<file path="config.mk">
export PLATFORM = sky130hd
export DESIGN_NAME = sitoa_queue
export DESIGN_NICKNAME = d
export VERILOG_FILES = /design/src/sv/signed_int_to_decimal_ascii_macros.svh /design/src/sv/sitoa_pkg.sv /design/src/sv/sitoa_queue.sv
export SDC_FILE = /design/constraint.sdc
export NUM_CORES = 1
export LEC_CHECK = 0
export BUFFER_PORTS_ARGS = -buffer_cell sky130_fd_sc_hd__buf_2
export CAP_MARGIN = 20
export CORE_MARGIN = 2
export CORE_UTILIZATION = 52
export CTS_BUF_LIST = sky130_fd_sc_hd__clkbuf_16
export DETAILED_ROUTE_END_ITERATION = 6
export HOLD_SLACK_MARGIN = 0.05
export PLACE_DENSITY_LB_ADDON = 0.25
export SLEW_MARGIN = 20
export SYNTH_ARGS = -nofsm -noshare
export SYNTH_HDL_FRONTEND = slang
export SYNTH_SLANG_ARGS = --single-unit
</file>
<file path="constraint.sdc">
create_clock -name clk -period 3.25 [get_ports clk]
set_clock_uncertainty 0.1 [all_clocks]
set_input_delay 0.65 -clock clk [delete_from_list [all_inputs] [get_ports clk]]
set_output_delay 0.65 -clock clk [all_outputs]
set_load 0.1 [all_outputs]
</file>
<file path="src/sv/signed_int_to_decimal_ascii_macros.svh">
// Assertion macros for the converter RTL.
`ifndef SIGNED_INT_TO_DECIMAL_ASCII_MACROS_SVH
`define SIGNED_INT_TO_DECIMAL_ASCII_MACROS_SVH

// Same-cycle implication, disabled in reset.
`define SITOA_ASSERT_SAME(label, clk, rst_n, ante, cons, msg) \
    label: assert property (@(posedge clk) disable iff (!rst_n) (ante) |-> (cons)) \
        else $error(msg);

// Next-cycle implication, disabled in reset.
`define SITOA_ASSERT_NEXT(label, clk, rst_n, ante, cons, msg) \
    label: assert property (@(posedge clk) disable iff (!rst_n) (ante) |=> (cons)) \
        else $error(msg);

`endif

</file>
<file path="src/sv/sitoa_pkg.sv">
// Shared types and constants for the signed integer to decimal ASCII converter.
`default_nettype none

package sitoa_pkg;

    localparam int MaxDigits = 10;
    localparam int CntW      = $clog2(MaxDigits + 1);
    localparam int QDepth    = 2;
    localparam int QPtrW     = 1;
    localparam int QCntW     = 2;

    localparam logic [6:0]  AsciiZero  = 7'd48;
    localparam logic [6:0]  AsciiMinus = 7'd45;
    // floor(x / 10) == (x * RecipMul) >> RecipShift for every 32-bit x
    localparam logic [31:0] RecipMul   = 32'hCCCC_CCCD;
    localparam int          RecipShift = 35;

    typedef logic [MaxDigits-1:0][3:0] digit_buf_t;

    // One converted value: sign, digit count, digits least significant first
    typedef struct packed {
        logic             neg;
        logic [CntW-1:0]  ndig;
        digit_buf_t       digits;
    } entry_t;

    typedef struct packed {
        logic full;
        logic empty;
    } queue_stat_t;

    typedef enum logic [1:0] {
        F_IDLE,
        F_CONV,
        F_PUSH
    } front_state_t;

    typedef enum logic {
        B_IDLE,
        B_EMIT
    } back_state_t;

endpackage

`default_nettype wire

</file>
<file path="src/sv/sitoa_queue.sv">
// Two-entry queue of converted values between front and back end.
`default_nettype none

module sitoa_queue import sitoa_pkg::*; (
    input  wire logic   clk,
    input  wire logic   rst_n,
    input  wire logic   push,
    input  wire entry_t push_entry,
    input  wire logic   pop,
    output entry_t      pop_entry,
    output queue_stat_t stat
);

    entry_t           mem [QDepth];
    logic [QPtrW-1:0] wr_ptr_reg, wr_ptr_next;
    logic [QPtrW-1:0] rd_ptr_reg, rd_ptr_next;
    logic [QCntW-1:0] count_reg, count_next;

    assign stat.full  = (count_reg == QCntW'(QDepth));
    assign stat.empty = (count_reg == '0);
    assign pop_entry  = mem[rd_ptr_reg];

    // Pointer and fill count update
    always_comb
    begin
        wr_ptr_next = push ? wr_ptr_reg + QPtrW'(1) : wr_ptr_reg;
        rd_ptr_next = pop  ? rd_ptr_reg + QPtrW'(1) : rd_ptr_reg;
        count_next  = count_reg;
        if (push && !pop)
        begin
            count_next = count_reg + QCntW'(1);
        end
        else if (pop && !push)
        begin
            count_next = count_reg - QCntW'(1);
        end
    end

    always_ff @(posedge clk or negedge rst_n)
    begin
        if (!rst_n)
        begin
            wr_ptr_reg <= '0;
            rd_ptr_reg <= '0;
            count_reg  <= '0;
        end
        else
        begin
            wr_ptr_reg <= wr_ptr_next;
            rd_ptr_reg <= rd_ptr_next;
            count_reg  <= count_next;
        end
    end

    // Entry storage
    always_ff @(posedge clk)
    begin
        if (push)
        begin
            mem[wr_ptr_reg] <= push_entry;
        end
    end

endmodule

`default_nettype wire

</file>
Word-level counts from Yosys, hierarchy flattened
Memory sizes are Yosys's and may differ from the RTL's.
Index checks and enable logic that the tools add are counted.
Widths: inputs -> output; s select.
{"block": "totals", "reg_bits": 4, "ram_bits": 90, "input_bits": 49, "out_inout_bits": 47, "wordCells": 19, "memories": 1}
{"name": "mem", "depth": 2, "width": 45, "read_ports": 1, "rd_clocked_by_memory_dff": 0, "wr": 1, "line": "sitoa_queue.sv:14", "text": "entry_t mem [QDepth];"}
{"block": "op_classes", "n_addsub": 4, "eq_ne": 1, "n_mux": 4, "reduce_logical": 6}
{"cell": "$mux 2", "n": 2}
{"cell": "$add 1x1->1 const B", "n": 2}
{"cell": "$add 2x1->2 const B", "n": 1}
{"cell": "$eq 2x2->1 const B", "n": 1}
{"cell": "$logic_and 1x1->1", "n": 2}
{"cell": "$logic_not 1->1", "n": 2}
{"cell": "$logic_not 2->1", "n": 1}
{"cell": "$mux 1", "n": 2}
{"cell": "$reduce_bool 2->1", "n": 1}
{"cell": "$sub 2x1->2 const B", "n": 1}

Longest topological paths before layout
{"block": "logic_depth", "ltp_word": 4, "ltp_mapped": 5, "depth_no_buf": 5}

Least setup slack after synthesis
OpenSTA, ideal clock, no wires.
{"block": "synth_path", "path_type": "input -> register", "start": "input push", "end": "memory mem[0][0] (netlist name), enable pin", "t_arrival_ns": 2.653, "t_required_ns": 2.697, "slack_ns": 0.044, "stages": 1, "n_path_buf": 0, "cell_sequence": "nor2b_1"}
{"block": "synth_via", "elab_chain_cells": 2}
{"item": "start, declared", "line": "sitoa_queue.sv:7", "text": "input wire logic push,"}
{"item": "$mux 1", "line": "sitoa_queue.sv:58", "text": "if (push)"}
{"item": "$mux 1 (implied by the code)", "line": "sitoa_queue.sv:60", "text": "mem[wr_ptr_reg] <= push_entry;"}
{"item": "end, declared", "line": "sitoa_queue.sv:14"}
No other way between the ends.

==> results.cfg <==
[cts]
maximum_level_of_the_cts_h_tree = 3
cts_resized = 0
clock_pin_slew_of_the_registers_on_the_worst_case_setup_and_hold_paths_ps = 60
ctsRootBufferMaster = clkbuf_16
clock_sinks = 94
cts_hold_repair.buffers = 1
clk_path_buf_depth = 2
post-cts-setup-buffer-count = 0
insertion_delay_ps = 320
cts_made_buffers = 9
tritoncts = yes

[finish]
drive_gt1_frac = 0.6000
diodes = 0
fin_area_um2 = 4461
area_occupied_by_multi_input_gates_um2 = 744.5
area_delta_synth_final_pct = 22.76
fill_cells = 483
nNetsFinal = 311
seqCellArea_um2 = 2804
largest_reg_flops = 90

[setup_path]
worst_ep_arrival_time_ps = 1870
critical_path.max_fanout = 37
required_time_at_the_worst_slack_endpoint_ps = 2500
worst_setup_path_start_kind = flop
critical_path.endpoint_type = output port
path_type_of_the_worst_setup_path = flop to output port

[logic_synthesis]
synth_simple_gate_area_share = 0.007231
muxShareOfSynthArea = 0.1798
synth_common_cells = edfxtp_1 (90), mux2_4 (39), mux2_2 (6)
postSynthRegisterBits = 94
postSynthCellCount = 156
postSynthAreaPerCell_um2 = 23.29
share_of_flip_flops_with_an_asynchronous_set_or_reset = 0.04255
combinational_family_with_the_most_area_after_synthesis = multiplexers
synth_compound_gate_area_share = 0
synth_edf_count = 90
yosys.area.top_type_share = 0.7438
synth_top_cell_by_area = edfxtp_1
post_synth_xor_area_fraction = 0.01205
synth_cell_types = 13
ys_seq_area_frac = 0.7713
mappedNetlistArea_um2 = 3633
yosys.cell_count.top_type = edfxtp_1
yosysWarnings = 0
synth_nets = 206
arithmetic_cell_share_of_the_synthesized_area_counting_full_adders_half_adders_and_majority_gates = 0.003444
synth.top_cells.by_area = edfxtp_1 (74%), mux2_4 (16%), dfrtp_1 (2.8%), buf_12 (2.2%), mux2_2 (1.9%)
dominantRegCellSynth = edfxtp_1

[placed_design]
portBuffers = 95
gpl.final_weighted_congestion = 0.6478
place_hpwl_mm = 3.622
postPlaceCellArea_um2 = 4195
placement.setup.worst_slack_ps = 966.0

[timing]
final_max_slew_viol_count = 0
min_period_over_period = 0.8055
hold_violations = 0
setup_tns_ps = 0
max_frequency_ghz = 0.3820
final_critical_path_setup_slack_ps = 632.2
rsz_0062_raised_after_global_routing = false
report.final.setup_viol = 0
slew_headroom = 0.6644
worst_slew_pin_slew_ps = 506.8
final.min_clock_period_ps = 2618

[detailed_routing]
detailroute.via_count = 1701
antenna_violating_nets_post_route = 0
vias_per_cell = 4.712
totalWireLength_mm = 5.405
drcViolationCount = 0
detail_route.iter0.violations = 93
drt_first_pass_iters = 4
detail_route.wl_per_cell_um = 14.97

[global_routing]
grt_usage = 0.1442
maximum_number_of_pins_on_one_net_before_global_route_repair = 38
grt_overflow = 0
grt_first_pass_wirelength_mm = 8.162
first_global_vias = 1688
antenna_violations_before_repair = 0

[floorplan]
dieHeight_um = 87.59
pin_count = 96
design.die.area_um2 = 7672
die-width_um = 87.59
initial_utilization = 0.5348
fp-row-count = 30
core-area_um2 = 6794

[job]
drv_cap = 0

[hold_path]
timing.hold.worst.class = flop to flop

[status]
run_status = complete, no violations
## logic make-up (layout without fill, tap and decap cells)
kind of cell | after synthesis | count (layout)
XOR/XNOR | 5 | 5
AND/OR/NAND/NOR | 5 | 5
flip-flops | 94 | 94
multiplexers | 45 | 45
buffers and inverters | 6 | 115
adder cells (fa/ha/maj) | 1 | 1
## layer usage
layer  part of all wire  global-route usage  vias to the layer above
li1                   -                   -                      820
met1               0.41              0.1771                      820
met2               0.52              0.2410                       53
met3              0.054             0.04241                        8
met4              0.014             0.05874                        0
met5                  0                   0                        -
## metrics by stage
step / util / std cells / hold slack, ps
2_1_floorplan: - / 156 / 254.4
3_3_place_gp: 0.6175 / 345 / 362.9
3_5_place_dp: 0.6175 / 345 / 363.8
4_1_cts: 0.6565 / 361 / 402.0
5_1_grt: 0.6565 / 361 / 401.5
6_report: 0.6565 / 361 / 402.0
## worst paths after layout
path	from	to	slack, ps	depth (start not counted)
max	rd_ptr_reg$_DFFE_PN0P_	pop_entry[44]	630	3
min	count_reg[1]$_DFFE_PN0P_	count_reg[1]$_DFFE_PN0P_	400	1
max reg2reg	wr_ptr_reg$_DFFE_PN0P_	mem[1][43]$_DFFE_PP_	1520	2
min reg2reg	count_reg[1]$_DFFE_PN0P_	count_reg[1]$_DFFE_PN0P_	400	1
max in group asynchronous	rst_n	rd_ptr_reg$_DFFE_PN0P_	2350	2
min in group asynchronous	rst_n	count_reg[1]$_DFFE_PN0P_	560	2
## cell usage in the layout, fill, tap and decap left out, types with 2 or more instances in the layout
| cell type | Yosys | layout |
|---|---|---|
| xor2_1 | 4 | 4 |
| edfxtp_1 | 90 | 90 |
| mux2_4 | 39 | 39 |
| buf_2 | 0 | 95 |
| nor2_1 | 2 | 2 |
| dfrtp_1 | 4 | 3 |
| clkinv_2 | 0 | 3 |
| clkinv_1 | 0 | 2 |
| clkbuf_16 | 0 | 9 |
| buf_12 | 4 | 2 |
| mux2_2 | 6 | 6 |
## layout make-up
type / instances / area share
inverters: 1 / 0.0008415
repair buffers: 99 / 0.1195
multi-input cells: 56 / 0.1669
clock buffers: 9 / 0.05049
flip-flops and latches: 94 / 0.6286
well taps: 96 / 0.02693
clock inverters: 6 / 0.006732
## worst max-delay path, stage by stage (launching register included)
cell	delay (ps)
dfrtp_2	540
buf_12	300
mux2_2	370
buf_2	290
Power is not shown: default switching activity piles up to over one toggle a cycle in this logic, so the estimate is an artifact.
